<file path="src/rtl/pjzc_pkg.sv">
// Package for the per-joint zero crossing counter.
// Holds the sign code, the per-joint state entry and the sample flag bundle.
// No dependencies.
package pjzc_pkg;

  localparam int unsigned CountW = 16;
  localparam logic [CountW-1:0] CountMax = {CountW{1'b1}};
  localparam int unsigned SampleW = 32;
  localparam int unsigned ThreshW = 31;
  localparam int unsigned JointW = 3;

  typedef enum logic [1:0] {
    SIGN_NONE = 2'd0,
    SIGN_POS  = 2'd1,
    SIGN_NEG  = 2'd2
  } sign_e;

  typedef struct packed {
    sign_e             last_sign;
    logic [CountW-1:0] crossing_count;
    logic              start_was_zero;
  } entry_t;

  typedef struct packed {
    logic first;
    logic last;
    logic nonzero;
    logic negative;
    logic below;
  } item_t;

endpackage

</file>
<file path="src/rtl/pjzc_state_mem.sv">
// Per-joint state memory of the zero crossing counter.
// One write port, one read port with registered data; per-entry valid bits.
// Depends on pjzc_pkg.
module pjzc_state_mem #(
  parameter int unsigned Depth = 8,
  parameter int unsigned AddrW = 3
) (
  input  logic                clk_i,
  input  logic                rst_ni,
  input  logic                rd_en_i,
  input  logic [AddrW-1:0]    rd_addr_i,
  output pjzc_pkg::entry_t    rd_data_o,
  input  logic                wr_en_i,
  input  logic [AddrW-1:0]    wr_addr_i,
  input  pjzc_pkg::entry_t    wr_data_i
);

  pjzc_pkg::entry_t mem [Depth];
  logic [Depth-1:0] vld_q;
  pjzc_pkg::entry_t rd_data_q;
  logic             rd_vld_q;

  always_ff @(posedge clk_i) begin
    if (wr_en_i) begin
      mem[wr_addr_i] <= wr_data_i;
    end
    if (rd_en_i) begin
      rd_data_q <= mem[rd_addr_i];
    end
  end

  always_ff @(posedge clk_i or negedge rst_ni) begin
    if (!rst_ni) begin
      vld_q    <= '0;
      rd_vld_q <= 1'b0;
    end else begin
      if (wr_en_i) begin
        vld_q[wr_addr_i] <= 1'b1;
      end
      if (rd_en_i) begin
        rd_vld_q <= vld_q[rd_addr_i];
      end
    end
  end

  assign rd_data_o = rd_vld_q ? rd_data_q : '0;

endmodule

</file>
<file path="src/rtl/pjzc_update.sv">
// Update logic of the zero crossing counter: next joint state and total count.
// Combinational; fed by the registered sample flags and the joint's old state.
// Depends on pjzc_pkg.
module pjzc_update (
  input  pjzc_pkg::entry_t                  old_i,
  input  pjzc_pkg::item_t                   item_i,
  output pjzc_pkg::entry_t                  new_o,
  output logic [pjzc_pkg::CountW-1:0]       total_o
);

  pjzc_pkg::entry_t base;
  pjzc_pkg::sign_e  sgn;
  logic             end_zero;
  logic [pjzc_pkg::CountW+1:0] sum;

  always_comb begin
    if (item_i.first) begin
      base.last_sign      = pjzc_pkg::SIGN_NONE;
      base.crossing_count = '0;
      base.start_was_zero = item_i.below;
    end else begin
      base = old_i;
    end

    sgn   = item_i.negative ? pjzc_pkg::SIGN_NEG : pjzc_pkg::SIGN_POS;
    new_o = base;
    if (item_i.nonzero) begin
      if (base.last_sign != pjzc_pkg::SIGN_NONE && base.last_sign != sgn &&
          base.crossing_count != pjzc_pkg::CountMax) begin
        new_o.crossing_count = base.crossing_count + 1'b1;
      end
      new_o.last_sign = sgn;
    end

    end_zero = !item_i.first && item_i.below;
    sum = (pjzc_pkg::CountW+2)'(new_o.crossing_count) +
          (pjzc_pkg::CountW+2)'(new_o.start_was_zero) +
          (pjzc_pkg::CountW+2)'(end_zero);
    if (sum > (pjzc_pkg::CountW+2)'(pjzc_pkg::CountMax)) begin
      total_o = pjzc_pkg::CountMax;
    end else begin
      total_o = sum[pjzc_pkg::CountW-1:0];
    end
  end

endmodule

</file>
<file path="src/rtl/per_joint_zero_crossing_counter_unit.sv">
// Top level of the per-joint zero crossing counter.
// Instantiates pjzc_state_mem and pjzc_update; uses pjzc_pkg.
//
//   Channel  Handshake                  Payload
//   cfg      cfg_valid_i / cfg_ready_o  cfg_zero_threshold_i
//   in       in_valid_i / in_ready_o    joint_i, sample_value_i, first_sample_i, last_sample_i
//   out      out_valid_o / out_ready_i  joint_out_o, inner_crossings_o, total_crossings_o
//
// One sample is taken every cycle unless input is stalled; a result passes stage 1 and the
// output register. The state memory is read on acceptance and written back as the sample
// leaves stage 1, with forwarding when consecutive samples hit the same joint.
// Reset clears the per-joint valid bits at once, so no clearing pass is needed.
// A stalled result in the output register stalls input only when the next result is ready.
module per_joint_zero_crossing_counter_unit #(
  parameter int unsigned MAX_JOINTS = 8
) (
  input  logic                                 clk_i,
  input  logic                                 rst_ni,
  input  logic                                 cfg_valid_i,
  output logic                                 cfg_ready_o,
  input  logic [pjzc_pkg::ThreshW-1:0]         cfg_zero_threshold_i,
  input  logic                                 in_valid_i,
  output logic                                 in_ready_o,
  input  logic [pjzc_pkg::JointW-1:0]          joint_i,
  input  logic signed [pjzc_pkg::SampleW-1:0]  sample_value_i,
  input  logic                                 first_sample_i,
  input  logic                                 last_sample_i,
  output logic                                 out_valid_o,
  input  logic                                 out_ready_i,
  output logic [pjzc_pkg::JointW-1:0]          joint_out_o,
  output logic [pjzc_pkg::CountW-1:0]          inner_crossings_o,
  output logic [pjzc_pkg::CountW-1:0]          total_crossings_o
);

  localparam int unsigned AddrW = (MAX_JOINTS > 1) ? $clog2(MAX_JOINTS) : 1;

  logic [pjzc_pkg::ThreshW-1:0]  thr_q;
  logic [AddrW+pjzc_pkg::JointW-1:0] joint_ext;
  logic [AddrW-1:0]              in_addr;
  logic                          in_range;
  logic                          accept;
  logic [pjzc_pkg::SampleW-1:0]  raw;
  logic [pjzc_pkg::SampleW-1:0]  mag;
  pjzc_pkg::item_t               in_item;

  logic                          s1_valid_q;
  pjzc_pkg::item_t               s1_item_q;
  logic [AddrW-1:0]              s1_addr_q;
  logic [pjzc_pkg::JointW-1:0]   s1_joint_q;
  logic                          fwd_hit_q;
  pjzc_pkg::entry_t              fwd_data_q;
  logic                          s1_stall;
  logic                          s1_fire;

  pjzc_pkg::entry_t              rd_data;
  pjzc_pkg::entry_t              old_state;
  pjzc_pkg::entry_t              new_state;
  logic [pjzc_pkg::CountW-1:0]   total;

  logic                          out_valid_q;
  logic [pjzc_pkg::JointW-1:0]   out_joint_q;
  logic [pjzc_pkg::CountW-1:0]   out_inner_q;
  logic [pjzc_pkg::CountW-1:0]   out_total_q;

  assign cfg_ready_o = 1'b1;

  always_ff @(posedge clk_i or negedge rst_ni) begin
    if (!rst_ni) begin
      thr_q <= '0;
    end else if (cfg_valid_i) begin
      thr_q <= cfg_zero_threshold_i;
    end
  end

  assign joint_ext = {{AddrW{1'b0}}, joint_i};
  assign in_addr   = joint_ext[AddrW-1:0];
  assign in_range  = 32'(joint_i) < 32'(MAX_JOINTS);

  assign raw = $unsigned(sample_value_i);
  assign mag = raw[pjzc_pkg::SampleW-1] ? (~raw + 1'b1) : raw;

  always_comb begin
    in_item.first    = first_sample_i;
    in_item.last     = last_sample_i;
    in_item.nonzero  = raw != '0;
    in_item.negative = raw[pjzc_pkg::SampleW-1];
    in_item.below    = mag < {1'b0, thr_q};
  end

  assign s1_stall   = s1_valid_q && s1_item_q.last && out_valid_q && !out_ready_i;
  assign s1_fire    = s1_valid_q && !s1_stall;
  assign in_ready_o = !s1_stall;
  assign accept     = in_valid_i && in_ready_o;

  pjzc_state_mem #(
    .Depth (MAX_JOINTS),
    .AddrW (AddrW)
  ) u_mem (
    .clk_i     (clk_i),
    .rst_ni    (rst_ni),
    .rd_en_i   (accept && in_range),
    .rd_addr_i (in_addr),
    .rd_data_o (rd_data),
    .wr_en_i   (s1_fire),
    .wr_addr_i (s1_addr_q),
    .wr_data_i (new_state)
  );

  assign old_state = fwd_hit_q ? fwd_data_q : rd_data;

  pjzc_update u_update (
    .old_i   (old_state),
    .item_i  (s1_item_q),
    .new_o   (new_state),
    .total_o (total)
  );

  always_ff @(posedge clk_i or negedge rst_ni) begin
    if (!rst_ni) begin
      s1_valid_q <= 1'b0;
      fwd_hit_q  <= 1'b0;
    end else if (accept) begin
      s1_valid_q <= in_range;
      fwd_hit_q  <= s1_fire && (s1_addr_q == in_addr);
    end else if (s1_fire) begin
      s1_valid_q <= 1'b0;
    end
  end

  always_ff @(posedge clk_i) begin
    if (accept) begin
      s1_item_q  <= in_item;
      s1_addr_q  <= in_addr;
      s1_joint_q <= joint_i;
      fwd_data_q <= new_state;
    end
  end

  always_ff @(posedge clk_i or negedge rst_ni) begin
    if (!rst_ni) begin
      out_valid_q <= 1'b0;
    end else if (s1_fire && s1_item_q.last) begin
      out_valid_q <= 1'b1;
    end else if (out_ready_i) begin
      out_valid_q <= 1'b0;
    end
  end

  always_ff @(posedge clk_i) begin
    if (s1_fire && s1_item_q.last) begin
      out_joint_q <= s1_joint_q;
      out_inner_q <= new_state.crossing_count;
      out_total_q <= total;
    end
  end

  assign out_valid_o       = out_valid_q;
  assign joint_out_o       = out_joint_q;
  assign inner_crossings_o = out_inner_q;
  assign total_crossings_o = out_total_q;

endmodule

</file>
<file path="config.mk">
export PLATFORM = sky130hd
export DESIGN_NAME = per_joint_zero_crossing_counter_unit
export DESIGN_NICKNAME = d
export VERILOG_FILES = /design/src/rtl/pjzc_pkg.sv /design/src/rtl/pjzc_state_mem.sv /design/src/rtl/pjzc_update.sv /design/src/rtl/per_joint_zero_crossing_counter_unit.sv
export SDC_FILE = /design/constraint.sdc
export NUM_CORES = 1
export LEC_CHECK = 0
export BUFFER_PORTS_ARGS = -buffer_cell sky130_fd_sc_hd__buf_2
export CORE_MARGIN = 2
export CORE_UTILIZATION = 50
export DETAILED_ROUTE_END_ITERATION = 7
export PLACE_DENSITY_LB_ADDON = 0.3
export SYNTH_ARGS = -nofsm -noshare
export SYNTH_HDL_FRONTEND = slang
export SYNTH_SLANG_ARGS = --single-unit
export TNS_END_PERCENT = 1
</file>
<file path="constraint.sdc">
create_clock -name clk_i -period 7.53 [get_ports clk_i]
set_input_delay 0.3765 -clock clk_i [delete_from_list [all_inputs] [get_ports clk_i]]
set_output_delay 0.3765 -clock clk_i [all_outputs]
set_load 0.01 [all_outputs]
</file>
==> out/metrics.cfg, run 1 <==
[clock_tree]
clock_sinks=276
cts_htree_levels=1
cts_tree=done
worstSkewPairLatency_ns=0.54
path_clk_slew_ns=0.07
clockRootBuffer=clkbuf_16
postCtsResizedCells=0
cts_buffers=29
post-cts-setup-buffers=0
hold_buffers=0
clock_path_buffers=3

[layout]
drive_gt1_frac=0.252
syn_to_final_growth_pct=14.0
fin_nets=1161
multi_input_area_um2=4790
fill_cells=2080
register_area_um2=8070
antenna_cells=0

[grt]
grt_max_degree=62
track_usage=0.197
grt_pass1_vias=8166
overflow=0
antenna_found_initial=1
grt_pass1_wl_um=43500

[logic_synthesis]
avgSynthCellArea_um2=14.1
synth-main-ff-cell=edfxtp_1
ys_types=83
yosys.area.top_type=edfxtp_1
synth_top_area_share=0.531
synth_edf_count=233
yosys_warnings=0
async_flop_share=0.156
ys_ff_latch=276
ys_top_cells_by_count=233 x edfxtp_1, 85 x nand2_1, 53 x o21ai_0, 49 x xnor2_1, 45 x inv_1
syn-num-nets=1044
synthCells=935
netlist_top_cells_area=edfxtp_1 53%, dfrtp_1 8.2%, mux4_2 6.8%
yosysSeqAreaShare=0.613
synth_most_common_cell=edfxtp_1
synth_area_um2=13200

[worst_setup_path]
cp-end-kind=flop
cp-start-kind=flop
max_stage_delay_ns=1.02
arrival_ns=5.77
cp_data_required_time_ns=7.79
path_cells=inv_2, nand3_1, a21oi_1, ha_1, inv_1, a21oi_1, and4_4, a21oi_2, xor2_1, ha_1, nand2_1, mux2i_1, nor2_1, o31ai_1, a22o_1, a211oi_2, o211ai_2, o31ai_1
critPathKind=reg2reg
cpMaxStageDelayCell=dfrtp_1
worstPathMaxFanout=38

[routing]
firstDrtPassIters=5
vias=8015
routed_wl_um=27000
routed_via_density=5.69
drc_errors=0
post_drt_wl_per_cell_um=19.2
drtIter0Drc=655
ant_nets=0

[placed_design]
routabilityCongestion=0.868
io_buffers=109
place_hpwl_um=17900

[floorplan]
initial_core_util=0.507
io_pins=111
dieHeight_um=166
core_area_um2=26000
die_x_um=166
rows=59
die-area_um2=27700

[hold_path]
hold_path.class=in2async

[outcome]
violations=negative hold slack
status=complete, but fails checks

[power]
power_density_nw_per_um2=240
peakVddDrop_mv=0.201
leakagePower_uw=0.00560

[timing]
setup-violations-final=0
timing_hold_violations_final=1
timing.final.crit_share=0.732
period_needed_ns=5.51
setup_tns_ns=0
clock_skew_ns=0.0127
holdWs_ns=-0.00775
max_slew_margin=0.184
rsz0062_at_grt=no
max_freq_ghz=0.181
tightest_slew_ns=1.21
drv_slew=0

[flow_run]
max_cap_viol_count=0

[kinds of logic after synthesis]
group,count (synthesis),synth area share
AO/OA/AOI/OAI,165,0.0915
XOR/XNOR,58,0.0391
adder cells (fa/ha/maj),36,0.0342
buffers and inverters,82,0.0263
flip-flops,276,0.613
multiplexers,66,0.0905
other,1,0.000285
AND/OR/NAND/NOR,251,0.105
[layer usage]
layer,share of wire,vias up,track usage
met3,0.062,33,0.0400
met4,0.017,2,0.0427
met2,0.47,215,0.324
met1,0.45,3945,0.275
met5,0.00041,-,0
li1,-,3820,-
[critical path: cells and delay by family, from the launching register on]
kind	cells	cell delay, ns
and+or+nand+nor	4	0.54
adders and majority gates	2	0.59
muxes	1	0.48
buffers and inverters	2	0.28
AOI/OAI and AO/OA	8	1.74
DFF	1	1.02
xor gates and xnor gates	1	0.57
[through the flow]
step	total power (µW)	worst slack, ns	cells	utilization	instance area, µm²
3_5_place_dp	2250	2.06	1356	0.542	14100
5_1_grt	3750	1.45	1409	0.578	15000
2_1_floorplan	2110	3.07	935	-	13200
6_report	3610	2.02	1409	0.578	15000
4_1_cts	3640	2.04	1409	0.578	15000
3_3_place_gp	2240	2.22	1356	0.542	14100
[worst paths after layout]
kind	startpoint	to	slack, ns	depth (start not counted)
max in group asynchronous	rst_ni	u_mem.vld_q[1]	6.86	1
max reg2reg	fwd_hit_q	total_crossings_o[8]	2.02	18
min in group clk_i	last_sample_i	s1_item_q[3]	0.03	1
max	fwd_hit_q	total_crossings_o[8]	2.02	18
min	rst_ni	thr_q[15]	-0.008	1
min reg2reg	u_mem.vld_q[7]	u_mem.vld_q[7]	0.47	1
[final cells by class]
class                   instances  area share
clock buffers                  33      0.0493
well taps                     335      0.0279
flip-flops and latches        276       0.537
multi-input cells             577       0.319
clock inverters                20      0.0124
inverters                      46      0.0115
repair buffers                122      0.0428
[sequential cells by signal, summed over array words and instances, names as in the netlist, 5 cells and up]
signal,count
u_mem.mem,152
thr_q,31
fwd_data_q,19
u_mem.rd_data_q,19
inner_crossings_o,16
total_crossings_o,16
u_mem.vld_q,8
s1_item_q,5
[cells in the final DEF (no fill, tap or decap), types with 17 or more instances in the layout]
cell type	instances
xnor2_1	49
nand2_1	85
ha_1	36
a21o_1	17
o21ai_0	53
mux2_2	21
edfxtp_1	233
a21oi_1	20
buf_2	109
nor2_1	22
nand3_1	20
dfrtp_1	43
inv_1	44
mux4_2	40
clkbuf_16	29
[power by group]
part	leakage, µW	switching [µW]	internal, µW
Combinational	0.00245	244	168
Clock	0.000452	581	808
Sequential	0.00269	38.5	1770
Total	0.00560	863	2740
(Power assumes the default switching activity.)
==> run 2, diff against run 1 <==
- clock period: 7.53 -> 5.2 ns (I/O delays scaled with it)
==> out/metrics.cfg, run 2 (synthesis results as in run 1) <==
[outcome]
status=complete, no violations

[layout]
post-route-util=0.594
layout_top_registers=u_mem.mem x152, thr_q x31
largest_reg_flops=152
stdcell_count=1448
antenna_cells=0
syn_to_final_growth_pct=17.2
fin_nets=1201
final_cell_mix=233 x edfxtp_1, 109 x buf_2, 85 x nand2_1
drive_gt1_frac=0.246
final_area_um2=15400
final_common_cell=edfxtp_1
largest_register=u_mem.mem

[timing]
drv_slew=0
timing.final.crit_share=0.928
max_freq_ghz=0.207
timing_hold_violations_final=0
setup_tns_ns=0
tightest_slew_ns=1.24
clock_skew_ns=0.00968
rsz0062_at_grt=no
setup-violations-final=0
holdWs_ns=0.0532
period_needed_ns=4.83
max_slew_margin=0.164

[floorplan]
core_area_um2=26000
rows=59
die-area_um2=27700
dieHeight_um=166
io_pins=111
initial_core_util=0.507
die_x_um=166

[worst_setup_path]
worstPathMaxFanout=21
r2r_start=s1_item_q[4]
cp-start-kind=flop
critPathKind=reg2reg
ff2ff_setup_slack_ns=0.37
rr_worst_depth=14
cp_data_required_time_ns=5.44
reg2reg_to=total_crossings_o[8]
cp-end-kind=flop
arrival_ns=5.07

[clock_tree]
cts_tree=done
path_clk_slew_ns=0.06
clock_path_buffers=3
post-cts-setup-buffers=0
cts_buffers=28
hold_buffers=35
clock_sinks=276
clockRootBuffer=clkbuf_16
postCtsResizedCells=0
worstSkewPairLatency_ns=0.53
cts_htree_levels=1

[grt]
overflow=0
grt_pass1_vias=8302
antenna_found_initial=1
grt_max_degree=62
grt_pass1_wl_um=44500
track_usage=0.203

[placed_design]
routabilityCongestion=0.878
placed_area_um2=14100
dp.cells=1362
io_buffers=109
place_hpwl_um=18500

[routing]
routed_wl_um=28100
vias=8260
routed_via_density=5.70
firstDrtPassIters=5
drc_errors=0
post_drt_wl_per_cell_um=19.4
drtIter0Drc=764
ant_nets=0

[power]
peakVddDrop_mv=0.270
leakagePower_uw=0.00578
power_density_nw_per_um2=344

[flow_run]
max_cap_viol_count=0

[hold_path]
hold_start=sample_value_i[30]
min_to=s1_item_q[2]
holdPathStages=2
hold_path.class=in2reg

[run 2: changes by cell type in the layout (fill, tap and decap cells not counted), sizes merged]
cell / previous run / this run
clkbuf: 33 / 32
clkinv: 16 / 13
inv: 46 / 47
bufinv: 3 / 5
dlygate4sd3: 0 / 35
clkinvlp: 1 / 0
buf: 122 / 128
[run 2: final cells by class]
cell class / count / area [µm²]
Multi-Input combinational cell: 577 / 4790
Sequential cell: 276 / 8070
Clock buffer: 32 / 737
Timing Repair Buffer: 163 / 1040
Tap cell: 335 / 419
Inverter: 46 / 173
Fill cell: 2022 / 10500
Clock inverter: 19 / 215
[run 2: worst max path at each step]
stage | from | cells after the start | slack [ns] | to
after floorplan | fwd_hit_q | 20 | 0.74 | total_crossings_o[11]
after global placement | sample_value_i[5] | 16 | 0.38 | s1_item_q[0]
after detailed placement | sample_value_i[5] | 16 | 0.39 | s1_item_q[0]
after CTS | s1_item_q[4] | 14 | 0.41 | total_crossings_o[8]
after global routing | fwd_hit_q | 19 | 0.02 | total_crossings_o[8]
final | s1_item_q[4] | 14 | 0.37 | total_crossings_o[8]
[run 2: critical path, cell delays in order, from the launching register on]
cell and delay [ns]:
edfxtp_1 0.85, nor2b_1 0.22, a32o_2 0.33, and4b_2 0.29
a21oi_2 0.30, mux2_2 0.48, ha_1 0.36, ha_1 0.29
nand4_1 0.12, a211oi_1 0.06, a32oi_1 0.32, nand2b_1 0.18
a211oi_2 0.06, o211ai_2 0.51, o31ai_1 0.16
[run 2: report_power, final]
group          switching, µW  total (µW)  leakage (µW)  internal (µW)
clock network            808        2070      0.000464           1260
registers               47.8        2610       0.00269           2560
logic                    371         637       0.00263            266
[run 2: metal layers]
metal | GRT usage | wire length (µm) | up-vias
met4 | 0.0502 | 587 | 2
met3 | 0.0362 | 1800 | 49
met5 | 0 | 13 | -
met2 | 0.335 | 13100 | 284
li1 | - | - | 3894
met1 | 0.282 | 12600 | 4031
[run 2: metrics by stage]
stage	setup slack, ns	total power (µW)
3_5_place_dp	0.393	3270
5_1_grt	0.0235	5520
4_1_cts	0.407	5350
2_1_floorplan	0.735	3050
3_3_place_gp	0.377	3250
6_report	0.374	5310
